`src/hw/rtl/bdec_pkg.sv`:
```
// bdec_pkg: types, character codes and helper functions for the bytea text decoder
// used by bdec_step and bytea_text_decoder; depends on nothing else

package bdec_pkg;

	// character codes the decoder reacts to
	localparam logic [7:0] CH_BSLASH = 8'h5C;
	localparam logic [7:0] CH_X      = 8'h78;
	localparam logic [7:0] CH_SPACE  = 8'h20;
	localparam logic [7:0] CH_TAB    = 8'h09;
	localparam logic [7:0] CH_LF     = 8'h0A;
	localparam logic [7:0] CH_CR     = 8'h0D;
	localparam logic [7:0] CH_ZERO   = 8'h30;
	localparam logic [7:0] CH_SEVEN  = 8'h37;
	localparam logic [7:0] CH_NINE   = 8'h39;
	localparam logic [7:0] CH_LA     = 8'h61;
	localparam logic [7:0] CH_LF_HEX = 8'h66;
	localparam logic [7:0] CH_UA     = 8'h41;
	localparam logic [7:0] CH_UF_HEX = 8'h46;

	// largest value an octal escape may carry
	localparam logic [8:0] OCT_MAX = 9'h0FF;
	localparam logic [1:0] OCT_DIGITS = 2'd3;

	// error codes on the result beat
	typedef enum logic [1:0] {
		ERR_NONE    = 2'd0,
		ERR_BAD_HEX = 2'd1,
		ERR_ODD_HEX = 2'd2,
		ERR_BAD_ESC = 2'd3
	} err_code_t;

	// decoder phase, one-hot
	typedef enum logic [6:0] {
		PH_START    = 7'b0000001,
		PH_START_BS = 7'b0000010,
		PH_ESC      = 7'b0000100,
		PH_ESC_BS   = 7'b0001000,
		PH_ESC_OCT  = 7'b0010000,
		PH_HEX      = 7'b0100000,
		PH_ERR      = 7'b1000000
	} phase_t;

	// input beat
	typedef struct packed {
		logic [7:0] ch;
		logic       char_valid;
		logic       end_of_string;
	} item_t;

	// result beat
	typedef struct packed {
		logic [7:0] out_byte;
		logic       byte_valid;
		logic       done_res;
		err_code_t  error_code;
		logic [7:0] bad_char;
	} result_t;

	// decoder state carried from one character to the next
	typedef struct packed {
		phase_t     phase;
		logic [3:0] high_nibble;
		logic       nibble_pending;
		logic [1:0] escape_count;
		logic [8:0] octal_accum;
	} dec_state_t;

	localparam dec_state_t STATE_RESET = '{
		phase:          PH_START,
		high_nibble:    4'd0,
		nibble_pending: 1'b0,
		escape_count:   2'd0,
		octal_accum:    9'd0
	};

	// outcome of one decode step
	typedef struct packed {
		dec_state_t nxt;
		logic       has_result;
		result_t    res;
	} step_out_t;

	function automatic logic is_octal(input logic [7:0] c);
		return (c >= CH_ZERO) && (c <= CH_SEVEN);
	endfunction

	function automatic logic is_space(input logic [7:0] c);
		return (c == CH_SPACE) || (c == CH_TAB) || (c == CH_LF) || (c == CH_CR);
	endfunction

	function automatic logic is_hex(input logic [7:0] c);
		return ((c >= CH_ZERO) && (c <= CH_NINE)) ||
			((c >= CH_LA) && (c <= CH_LF_HEX)) ||
			((c >= CH_UA) && (c <= CH_UF_HEX));
	endfunction

	// nibble value of a hex digit; letters map by their low bits plus nine
	function automatic logic [3:0] hex_nibble(input logic [7:0] c);
		logic [3:0] v;
		if (c <= CH_NINE) begin
			v = c[3:0];
		end else begin
			v = c[3:0] + 4'd9;
		end
		return v;
	endfunction

endpackage

```
`src/hw/rtl/bdec_step.sv`:
```
// bdec_step: combinational decode of one character against the current state
// depends on bdec_pkg for the item, result and state types

module bdec_step (
	input  bdec_pkg::dec_state_t st,
	input  bdec_pkg::item_t      item,
	output bdec_pkg::step_out_t  step
);

	logic [7:0]          ch;
	logic                eos;
	bdec_pkg::dec_state_t nxt;
	bdec_pkg::err_code_t err;
	logic [7:0]          bad;
	logic [7:0]          b;
	logic                have;
	logic [8:0]          acc_new;
	logic [1:0]          cnt_new;
	bdec_pkg::err_code_t end_code;

	assign ch      = item.ch;
	assign eos     = item.end_of_string;
	assign acc_new = {st.octal_accum[5:0], ch[2:0]};
	assign cnt_new = st.escape_count + 2'd1;

	// per-character phase update
	always_comb begin
		nxt  = st;
		err  = bdec_pkg::ERR_NONE;
		bad  = 8'd0;
		b    = 8'd0;
		have = 1'b0;
		if (item.char_valid && (st.phase != bdec_pkg::PH_ERR)) begin
			case (st.phase)
				bdec_pkg::PH_START: begin
					if (ch == bdec_pkg::CH_BSLASH) begin
						nxt.phase = bdec_pkg::PH_START_BS;
					end else begin
						nxt.phase = bdec_pkg::PH_ESC;
						b = ch;
						have = 1'b1;
					end
				end
				bdec_pkg::PH_START_BS, bdec_pkg::PH_ESC_BS: begin
					if ((st.phase == bdec_pkg::PH_START_BS) && (ch == bdec_pkg::CH_X)) begin
						nxt.phase = bdec_pkg::PH_HEX;
					end else if (ch == bdec_pkg::CH_BSLASH) begin
						nxt.phase = bdec_pkg::PH_ESC;
						b = bdec_pkg::CH_BSLASH;
						have = 1'b1;
					end else if (bdec_pkg::is_octal(ch)) begin
						nxt.phase = bdec_pkg::PH_ESC_OCT;
						nxt.escape_count = 2'd1;
						nxt.octal_accum = {6'd0, ch[2:0]};
					end else begin
						err = bdec_pkg::ERR_BAD_ESC;
					end
				end
				bdec_pkg::PH_ESC: begin
					if (ch == bdec_pkg::CH_BSLASH) begin
						nxt.phase = bdec_pkg::PH_ESC_BS;
					end else begin
						b = ch;
						have = 1'b1;
					end
				end
				bdec_pkg::PH_ESC_OCT: begin
					if (!bdec_pkg::is_octal(ch)) begin
						err = bdec_pkg::ERR_BAD_ESC;
					end else begin
						nxt.octal_accum = acc_new;
						nxt.escape_count = cnt_new;
						if (cnt_new == bdec_pkg::OCT_DIGITS) begin
							if (acc_new > bdec_pkg::OCT_MAX) begin
								err = bdec_pkg::ERR_BAD_ESC;
							end else begin
								b = acc_new[7:0];
								have = 1'b1;
								nxt.phase = bdec_pkg::PH_ESC;
								nxt.escape_count = 2'd0;
								nxt.octal_accum = 9'd0;
							end
						end
					end
				end
				bdec_pkg::PH_HEX: begin
					// whitespace is skipped only between pairs
					if (!st.nibble_pending && bdec_pkg::is_space(ch)) begin
						nxt = st;
					end else if (!bdec_pkg::is_hex(ch)) begin
						err = bdec_pkg::ERR_BAD_HEX;
						bad = ch;
					end else if (!st.nibble_pending) begin
						nxt.high_nibble = bdec_pkg::hex_nibble(ch);
						nxt.nibble_pending = 1'b1;
					end else begin
						b = {st.high_nibble, bdec_pkg::hex_nibble(ch)};
						have = 1'b1;
						nxt.nibble_pending = 1'b0;
						nxt.high_nibble = 4'd0;
					end
				end
				default: begin
					nxt = bdec_pkg::STATE_RESET;
				end
			endcase
		end
	end

	// check for an unfinished escape or hex pair at the end of the string
	always_comb begin
		end_code = bdec_pkg::ERR_NONE;
		if ((nxt.phase == bdec_pkg::PH_START_BS) || (nxt.phase == bdec_pkg::PH_ESC_BS) ||
			(nxt.phase == bdec_pkg::PH_ESC_OCT)) begin
			end_code = bdec_pkg::ERR_BAD_ESC;
		end else if ((nxt.phase == bdec_pkg::PH_HEX) && nxt.nibble_pending) begin
			end_code = bdec_pkg::ERR_ODD_HEX;
		end
	end

	// result and final state
	always_comb begin
		step.nxt = nxt;
		step.has_result = 1'b0;
		step.res.out_byte = 8'd0;
		step.res.byte_valid = 1'b0;
		step.res.done_res = 1'b0;
		step.res.error_code = bdec_pkg::ERR_NONE;
		step.res.bad_char = 8'd0;
		if (st.phase == bdec_pkg::PH_ERR) begin
			// swallow everything up to the end item
			step.nxt = eos ? bdec_pkg::STATE_RESET : st;
		end else if (err != bdec_pkg::ERR_NONE) begin
			if (eos) begin
				step.nxt = bdec_pkg::STATE_RESET;
			end else begin
				step.nxt.phase = bdec_pkg::PH_ERR;
			end
			step.has_result = 1'b1;
			step.res.done_res = 1'b1;
			step.res.error_code = err;
			step.res.bad_char = bad;
		end else if (eos) begin
			step.nxt = bdec_pkg::STATE_RESET;
			step.has_result = 1'b1;
			step.res.done_res = 1'b1;
			step.res.error_code = end_code;
			if (end_code == bdec_pkg::ERR_NONE) begin
				step.res.out_byte = b;
				step.res.byte_valid = have;
			end
		end else if (have) begin
			step.has_result = 1'b1;
			step.res.out_byte = b;
			step.res.byte_valid = 1'b1;
		end
	end

endmodule

```
`src/hw/rtl/bytea_text_decoder.sv`:
```
// bytea_text_decoder: top level, input stage, decoder state and result register
// depends on bdec_pkg and bdec_step

// Decodes a text string, one character per beat, into binary bytes: a string that
// opens with backslash and lower-case x is hex, anything else is escape format. The
// block takes one character every clock cycle while item_stall is low. Each beat is
// captured in an input stage, decoded against the running state and written to the
// result register, which drives the result port.
// The combinational decode step and the one-deep result register set this rate: input
// is stalled only while a beat that makes a result waits for a stalled result
// register. Beats that make no byte (hex prefix, whitespace, escape digits) give no
// result beat unless they end the string or raise an error; every string ends in
// exactly one beat with done_res set.

module bytea_text_decoder (
	input  logic              clk,
	input  logic              arst_n,
	input  logic              item_valid,
	output logic              item_stall,
	input  bdec_pkg::item_t   item,
	output logic              result_valid,
	input  logic              result_stall,
	output bdec_pkg::result_t result
);

	bdec_pkg::item_t      item_s1;
	logic                 valid_s1;
	bdec_pkg::dec_state_t state_q;
	bdec_pkg::result_t    result_q;
	logic                 result_valid_q;
	bdec_pkg::step_out_t  step;
	logic                 out_free;
	logic                 advance;
	logic                 accept;

	// decode step on the staged character
	bdec_step u_step (
		.st   (state_q),
		.item (item_s1),
		.step (step)
	);

	// flow control
	assign out_free   = !result_valid_q || !result_stall;
	assign advance    = valid_s1 && (!step.has_result || out_free);
	assign item_stall = valid_s1 && !advance;
	assign accept     = item_valid && !item_stall;

	// input stage
	always_ff @(posedge clk or negedge arst_n) begin
		if (!arst_n) begin
			valid_s1 <= 1'b0;
		end else begin
			valid_s1 <= accept || (valid_s1 && !advance);
		end
	end

	always_ff @(posedge clk) begin
		if (accept) begin
			item_s1 <= item;
		end
	end

	// decoder state
	always_ff @(posedge clk or negedge arst_n) begin
		if (!arst_n) begin
			state_q <= bdec_pkg::STATE_RESET;
		end else if (advance) begin
			state_q <= step.nxt;
		end
	end

	// result register
	always_ff @(posedge clk or negedge arst_n) begin
		if (!arst_n) begin
			result_valid_q <= 1'b0;
		end else if (advance && step.has_result) begin
			result_valid_q <= 1'b1;
		end else if (!result_stall) begin
			result_valid_q <= 1'b0;
		end
	end

	always_ff @(posedge clk) begin
		if (advance && step.has_result) begin
			result_q <= step.res;
		end
	end

	assign result_valid = result_valid_q;
	assign result       = result_q;

	// an error result always ends the string and carries no byte
	a_err_is_final: assert property (@(posedge clk) disable iff (!arst_n)
		(result_valid_q && (result_q.error_code != bdec_pkg::ERR_NONE)) |->
		(result_q.done_res && !result_q.byte_valid))
		else $error("error result without done or with a byte");

	// bad_char only reports a bad hex digit
	a_bad_char_code: assert property (@(posedge clk) disable iff (!arst_n)
		(result_valid_q && (result_q.bad_char != 8'd0)) |->
		(result_q.error_code == bdec_pkg::ERR_BAD_HEX))
		else $error("bad_char set without a bad hex digit error");

	// after a done result the decoder is back at string start or swallowing input
	a_done_resets: assert property (@(posedge clk) disable iff (!arst_n)
		(advance && step.has_result && step.res.done_res) |=>
		((state_q.phase == bdec_pkg::PH_START) || (state_q.phase == bdec_pkg::PH_ERR)))
		else $error("decoder state not reset after done result");

	// a result is never overwritten while it waits
	a_no_overwrite: assert property (@(posedge clk) disable iff (!arst_n)
		(result_valid_q && result_stall) |-> !(advance && step.has_result))
		else $error("result register overwritten while stalled");

endmodule
```
`config.mk`:
```
export PLATFORM = sky130hd
export DESIGN_NAME = bytea_text_decoder
export DESIGN_NICKNAME = d
export VERILOG_FILES = /design/src/hw/rtl/bdec_pkg.sv /design/src/hw/rtl/bdec_step.sv /design/src/hw/rtl/bytea_text_decoder.sv
export SDC_FILE = /design/constraint.sdc
export NUM_CORES = 1
export LEC_CHECK = 0
export ABC_AREA = 1
export BUFFER_PORTS_ARGS = -buffer_cell sky130_fd_sc_hd__buf_2
export CORE_MARGIN = 4
export CORE_UTILIZATION = 56
export CTS_BUF_LIST = sky130_fd_sc_hd__clkbuf_2 sky130_fd_sc_hd__clkbuf_4 sky130_fd_sc_hd__clkbuf_8
export DETAILED_ROUTE_END_ITERATION = 10
export PLACE_DENSITY = 0.75
export SLEW_MARGIN = 15
export SYNTH_ARGS = -nofsm -noshare
export SYNTH_HDL_FRONTEND = slang
export SYNTH_SLANG_ARGS = --single-unit
```
`constraint.sdc`:
```
create_clock -name clk -period 2.7 [get_ports clk]
set_clock_uncertainty 0.15 [all_clocks]
set_input_delay 0.405 -clock clk [delete_from_list [all_inputs] [get_ports clk]]
set_output_delay 0.405 -clock clk [all_outputs]
set_load 0.05 [all_outputs]
```
# --- After elaboration in Yosys (flattened, before gate mapping) ---
# Index checks and enable logic that the tools add are counted.
# W data, S select, Z words.
word_totals:
  reg_bits: 55
  latchBits: 0
  ramBits: 0
  mem_bits_ro: 0
  input_bits: 14
  out_inout_bits: 22
  wordCells: 162
  n_memories: 0
classes:
  add_sub_neg: 2
  mul: 0
  div_mod_pow: 0
  magnitude_cmp: 8
  eq_ne: 21
  n_shift: 0
  mux: 76
  bitwise_logic: 3
  reduce_logical: 37
ops:
  columns: ["cell", "count"]
  rows:
  - ["$mux W8", 14]
  - ["$mux W23", 4]
  - ["$mux W11", 6]
  - ["$mux W7", 9]
  - ["$pmux W7 S5", 1]
  - ["$pmux W11 S3", 1]
  - ["$pmux W8 S4", 1]
  - ["$eq A8 B4 Y1 const B", 3]
  - ["$mux W24", 1]
  - ["$mux W21", 1]
  - ["$mux W10", 2]
  - ["$mux W2", 10]
  - ["$mux W9", 2]
  - ["$eq A8 B7 Y1 const B", 2]
  - ["$ge A8 B7 Y1 const B", 2]
  - ["$le A8 B6 Y1 const B", 2]
  - ["$le A8 B7 Y1 const B", 2]
  - ["$mux W16", 1]
  - ["$mux W5", 3]
  - ["$eq A7 B2 Y1 const B", 2]
  - ["$eq A7 B4 Y1 const B", 2]
  - ["$eq A7 B5 Y1 const B", 2]
  - ["$eq A7 B6 Y1 const B", 2]
  - ["$mux W1", 13]
  - ["other kinds (28)", 59]

# --- Logic depth before layout (Yosys ltp) ---
logic_depth:
  depth_word: 25
  depth_mapped: 18
  ltp_nobuf: 18

# --- Modules after synthesis ---
# Synthesis repeated with hierarchy kept, for this count alone.
hier_totals:
  hier_cells: 488
  area_unflattened_um2: 3833.7
by_module_without_submodules:
  columns: ["module", "instances", "cells_each", "area_per_inst_um2", "seq_area_each_um2"]
  rows:
  - ["bytea_text_decoder", 1, 142, 1928.1, 1527.7]
  - ["bdec_step", 1, 346, 1905.6, 0.0]

# --- Least setup slack after synthesis ---
# No wires, ideal clock.
synth_timing:
  path_type: "register to output"
  startpoint: "register item_s1[3] (netlist name)"
  endpoint: "output item_stall"
  arrival_time_ns: 2.456
  required_time_ns: 2.145
  setup_slack_ns: -0.311
  path_stages_with_launch: 16
  path_buffers: 0
  cell_sequence: "edfxtp_1 > inv_1 > ha_1 > inv_1 > nand3_1 > nand3_1 > nand2_1 > nand3_2 > inv_1 > ha_1 > nand2_1 > nand3_1 > nand2_1 > nand2_2 > nand3_2 > nor2_1"
synth_via:
  elab_chain_cells: 17
  elab_cells_between_ends: 55
  cone_classes: "order compare (8); eq/ne (6); mux (24); reduce/logical (17)"
synth_rtl:
  columns: ["element", "line_no", "source"]
  rows:
  - ["start, declared", "bytea_text_decoder.sv:26", "bdec_pkg::item_t item_s1;"]
  - ["start signal, assigned", "bytea_text_decoder.sv:60", "item_s1 <= item;"]
  - ["$ge A8 B6 Y1, or another cell as far along", "bdec_pkg.sv:85, bdec_pkg.sv:93", null]
  - ["$logic_and A1 B1 Y1, or another cell as far along", "bdec_pkg.sv:93", "return ((c >= CH_ZERO) && (c <= CH_NINE)) ||"]
  - ["$logic_or A1 B1 Y1 (on tied branches)", "bdec_pkg.sv:93, bdec_pkg.sv:89", null]
  - ["$logic_or A1 B1 Y1 (on tied branches)", "bdec_pkg.sv:94, bdec_pkg.sv:89", null]
  - ["$mux W1 or $logic_and A1 B1 Y1 (tied branches)", "bdec_step.sv:90, bdec_step.sv:88", null]
  - ["$mux W1", "bdec_step.sv:88", "if (!st.nibble_pending && bdec_pkg::is_space(ch)) begin"]
  - ["$pmux W1 S4", "bdec_step.sv:34", "case (st.phase)"]
  - ["$mux W1", "bdec_step.sv:33", "if (item.char_valid && (st.phase != bdec_pkg::PH_ERR)) begin"]
  - ["$mux W10", "bdec_step.sv:152", "end else if (have) begin"]
  - ["$mux W10", "bdec_step.sv:143", "end else if (eos) begin"]
  - ["$mux W24 (*)", "bdec_step.sv:133", "end else if (err != bdec_pkg::ERR_NONE) begin"]
  - ["$mux W21 (*)", "bdec_step.sv:130", "if (st.phase == bdec_pkg::PH_ERR) begin"]
  - ["$logic_not A1 Y1 (*)", "bytea_text_decoder.sv:45", "assign advance = valid_s1 && (!step.has_result || out_free);"]
  - ["$logic_or A1 B1 Y1 (*)", "bytea_text_decoder.sv:45", null]
  - ["$logic_and A1 B1 Y1 (*)", "bytea_text_decoder.sv:45", null]
  - ["$logic_not A1 Y1 (*)", "bytea_text_decoder.sv:46", "assign item_stall = valid_s1 && !advance;"]
  - ["$logic_and A1 B1 Y1 (*)", "bytea_text_decoder.sv:46", null]
  - ["end, declared", "bytea_text_decoder.sv:19", "output logic item_stall,"]
# Mark *: on every way between the ends. The rest lies on a longest branch, timed or not.

# --- Worst setup path after layout ---
layout_timing:
  startpoint: "register item_s1[5] (netlist name)"
  endpoint: "output item_stall"
# Same word-level chain as after synthesis.

==> impl_table.tex <==
\begin{tabular}{lr}
\hline
Metric & Value \\
\hline
\multicolumn{2}{l}{\textbf{Clock network}} \\
\quad Buffer cell driving the clock tree root & sky130\_fd\_sc\_hd\_\_clkbuf\_8 \\
\quad TritonCTS clock tree & done \\
\quad Clock transition at the registers of the reported paths & 90 ps \\
\quad Total CTS buffers & 5 \\
\quad Latest clock arrival within the worst-skew pair & 320 ps \\
\quad Maximum buffer depth of the clock tree & 2 \\
\quad Deepest level of the CTS H-tree & 2 \\
\quad Sinks on Clock Net & 52 \\
\multicolumn{2}{l}{\textbf{Setup path}} \\
\quad Worst reg2reg setup slack & -200 ps \\
\quad Data arrival time of the critical path & 2440 ps \\
\quad Worst Path Class, Setup & flip-flop to output port \\
\quad Cell breakdown of the critical path & inv\_2, nor2\_1, nand2\_1, nor2\_2, nand2\_1, nand4\_1, nand2\_1, nand3\_2, nand3\_2, nand2\_2, nand2\_2, nand3\_2, buf\_6, nor2\_4, buf\_8 \\
\quad Category of the worst setup path launch point & flip-flop \\
\quad Crit Reg-Reg Startpoint & item\_s1[5] \\
\quad Worst R2R Path Depth & 15 \\
\quad Slowest cell on crit path & sky130\_fd\_sc\_hd\_\_edfxtp\_1 \\
\quad Critical path startpoint & item\_s1[5] \\
\quad Worst path max stage delay & 490 ps \\
\quad Crit end category & output port \\
\quad FF-to-FF End & item\_s1[4] \\
\quad Worst EP required & 2140 ps \\
\quad Largest fanout on the critical path & 9 \\
\multicolumn{2}{l}{\textbf{Layout}} \\
\quad Share of layout cells above drive strength 1 & 36.89\% \\
\quad Most common library cell in the layout ignoring fill and taps & sky130\_fd\_sc\_hd\_\_nand2\_1 \\
\quad Area delta synth->final & 31.61\% \\
\quad Top library cells by usage in the layout, fill and taps aside & sky130\_fd\_sc\_hd\_\_nand2\_1, sky130\_fd\_sc\_hd\_\_buf\_4, sky130\_fd\_sc\_hd\_\_nor2\_1 \\
\quad Number of diodes added for antenna fixing & 0 \\
\quad Fin nets & 619 \\
\quad Total non-filler cell area in the finished layout & 4912 um\^{}2 \\
\quad Filler Cells Inserted & 477 \\
\multicolumn{2}{l}{\textbf{Route}} \\
\quad Wire length per cell & 17.27 um \\
\quad Drt initial violations & 430 \\
\quad Final ANT Viol Nets & 0 \\
\quad Post-Route WL & 11680 um \\
\quad DRC violations left & 0 \\
\quad Total iterations of the first detailed-routing run & 5 \\
\quad Routed vias & 3938 \\
\quad Via density per instance & 5.825 \\
\multicolumn{2}{l}{\textbf{GRT}} \\
\quad Overall overflow remaining after global route & 0 \\
\quad Met1 layer usage reported by global route & 38.89\% \\
\quad Pin count of the biggest net entering global routing & 23 \\
\quad Global routing usage on met2 & 49.40\% \\
\quad Most crowded layer after global routing & met2 \\
\quad Total routing usage reported by global routing & 29.78\% \\
\quad Global-route wire length before repair & 18330 um \\
\quad Met3 Resource Use GR & 5.748\% \\
\quad Antenna violations before repair & 0 \\
\quad Via count of the first global-routing pass & 3777 \\
\multicolumn{2}{l}{\textbf{Yosys}} \\
\quad Post-Syn Nets & 517 \\
\quad Number of distinct library cells after synthesis & 42 \\
\quad Top\_reg\_cell synth & sky130\_fd\_sc\_hd\_\_edfxtp\_1 \\
\quad Synth warnings & 0 \\
\quad Ranking of synthesized cells by area & sky130\_fd\_sc\_hd\_\_edfxtp\_1, sky130\_fd\_sc\_hd\_\_dfrtp\_1, sky130\_fd\_sc\_hd\_\_nand2\_1 \\
\quad Cell type with the highest aggregate area in the netlist & sky130\_fd\_sc\_hd\_\_edfxtp\_1 \\
\quad Cell Area, Synth & 3732 um\^{}2 \\
\quad Syn avg cell area & 7.525 um\^{}2 \\
\quad Number of flops mapped to enable cells by yosys & 30 \\
\quad Post-synthesis async set-or-reset flop share & 42.31\% \\
\quad Portion of synthesized cell area occupied by the leading cell type & 24.14\% \\
\quad Number of register bits inferred by synthesis & 52 \\
\quad Sequential-to-total area share from yosys stat & 38.92\% \\
\quad Cell count after synthesis & 496 \\
\multicolumn{2}{l}{\textbf{Placed design}} \\
\quad Port buffer count & 35 \\
\quad Area post-placement & 4348 um\^{}2 \\
\quad Half-perimeter wire length after detailed placement & 8418 um \\
\quad Weighted congestion reported at the end of routability-driven placement & 0.9775 \\
\multicolumn{2}{l}{\textbf{Floorplanning}} \\
\quad Number of top-level pins & 36 \\
\quad Std-Cell Core Area & 6422 um\^{}2 \\
\quad Starting density of the core & 58.11\% \\
\quad Die extent in x & 89.64 um \\
\quad FP Rows & 29 \\
\quad Die area & 8035 um\^{}2 \\
\quad Chip Height & 89.64 um \\
\multicolumn{2}{l}{\textbf{STA}} \\
\quad Final Slew Violations & 0 \\
\quad Post-layout worst setup margin & -292.2 ps \\
\quad Setup repair after global routing missed its margin & yes \\
\quad Max-slew headroom at the worst pin & 54.65\% \\
\quad Final Cycle Share & 110.8\% \\
\quad Fin. Hold Viols & 0 \\
\quad Max Clock Freq & 0.3342 GHz \\
\quad TNS Setup & -3471 ps \\
\quad Number of endpoints failing setup at the final stage & 39 \\
\quad Clock period minus final worst setup slack & 2992 ps \\
\quad Actual transition at the worst max-transition pin & 673.2 ps \\
\multicolumn{2}{l}{\textbf{Outcome}} \\
\quad Violations in the final reports & setup timing \\
\quad Status & complete, but fails checks \\
\multicolumn{2}{l}{\textbf{Pwr}} \\
\quad Total power divided by cell area & 716.0 nW/um\^{}2 \\
\quad P\_leak & 2.315 nW \\
\quad Maximum resistive drop on vdd & 440.8 uV \\
\multicolumn{2}{l}{\textbf{Min path}} \\
\quad Hold Path Depth & 1 \\
\quad Class of the most critical hold timing path & primary input to flip-flop \\
\quad Startpoint of the most critical hold path & item[7] \\
\quad Endpoint of the worst hold-timing path & item\_s1[7] \\
\multicolumn{2}{l}{\textbf{Job}} \\
\quad Max-cap violations & 0 \\
\hline
\end{tabular}
[through the flow]
step / utilization [%] / setup slack, ps / std cells / total power, mW / hold WS, ps
after CTS: 74.48 / -217.9 / 672 / 3.379 / 105.4
final: 76.49 / -292.2 / 676 / 3.517 / 105.6
after floorplan: - / 4.013 / 496 / 2.263 / -40.59
after detailed placement: 67.70 / -168.9 / 647 / 2.791 / 248.4
after global routing: 76.49 / -402.2 / 676 / 3.717 / 95.99
after global placement: 67.70 / -70.41 / 647 / 2.774 / 246.5
[synth_stat cells (all sizes together) (2+ instances only)]
master and n:
o31ai 2, a221oi 5, or2 3, nor3 5, nand4 26, nand2 146
o21ai 20, a41oi 2, a21oi 17, edfxtp 30, dfrtp 21, a21bo 2
nand3 48, xor2 2, o211ai 5, inv 57, ha 7, nor2 68
clkbuf 4, buf 13, a31oi 6
[sequential cells by signal, indices dropped and copies added, names as in the netlist]
register / cells
item_s1: 10
state_q: 20
valid_s1: 1
result_valid: 1
result: 20
[report_power, final]
part	internal (mW)	switching (mW)
Clock	0.184	0.275
Combinational	0.671	1.26
Sequential	1.01	0.121
Total	1.86	1.65
[worst max path at each step]
| stage | endpoint | slack (ps) | depth (start not counted) |
|---|---|---|---|
| after floorplan | result[0] | 4 | 15 |
| after global routing | item_stall | -400 | 16 |
| after CTS | item_stall | -220 | 16 |
| after detailed placement | item_s1[6] | -170 | 14 |
| final | item_stall | -290 | 15 |
| after global placement | item_s1[9] | -70 | 14 |
[layout make-up]
class	count	area, um^2	share of cell area [%]
Timing Repair Buffer	112	854.6	17.40
Clock inverter	3	23.77	0.4840
Sequential cell	52	1453	29.57
Multi-Input combinational cell	370	2200	44.78
Inverter	57	216.5	4.407
Tap cell	77	96.34	1.961
Clock buffer	5	68.82	1.401
[worst max-delay path, delay by kind of cell (launching register included)]
kind	cells	cell delay (ps)
buf+inv	3	510
flops	1	490
simple gates	12	1090
[per-layer routing]
metal  vias to the layer above  wire (um)
li1                       1871          -
met1                      1821       4986
met2                       207       5479
met3                        39        888
met4                         0        320
met5                         -          0
[logic make-up (layout without fill, tap and decap cells)]
logic type,Yosys count,after routing,synth area share (%)
DFF,52,52,38.92
xor gates and xnor gates,2,2,0.4694
AOI/OAI and AO/OA,65,65,11.23
adders and majority gates,7,7,2.347
buffers and inverters,74,177,8.716
and+or+nand+nor,296,296,38.32
[timing repair]
action,4_1_cts,5_1_grt
gates resized for setup,56,18
pin swaps,27,13
endpoints found under the setup margin,39,62
gates cloned,0,1
hold endpoints to repair,21,0
hold buffers,1,0
buffers inserted,16,3
Power figures use the tool's default switching activity.
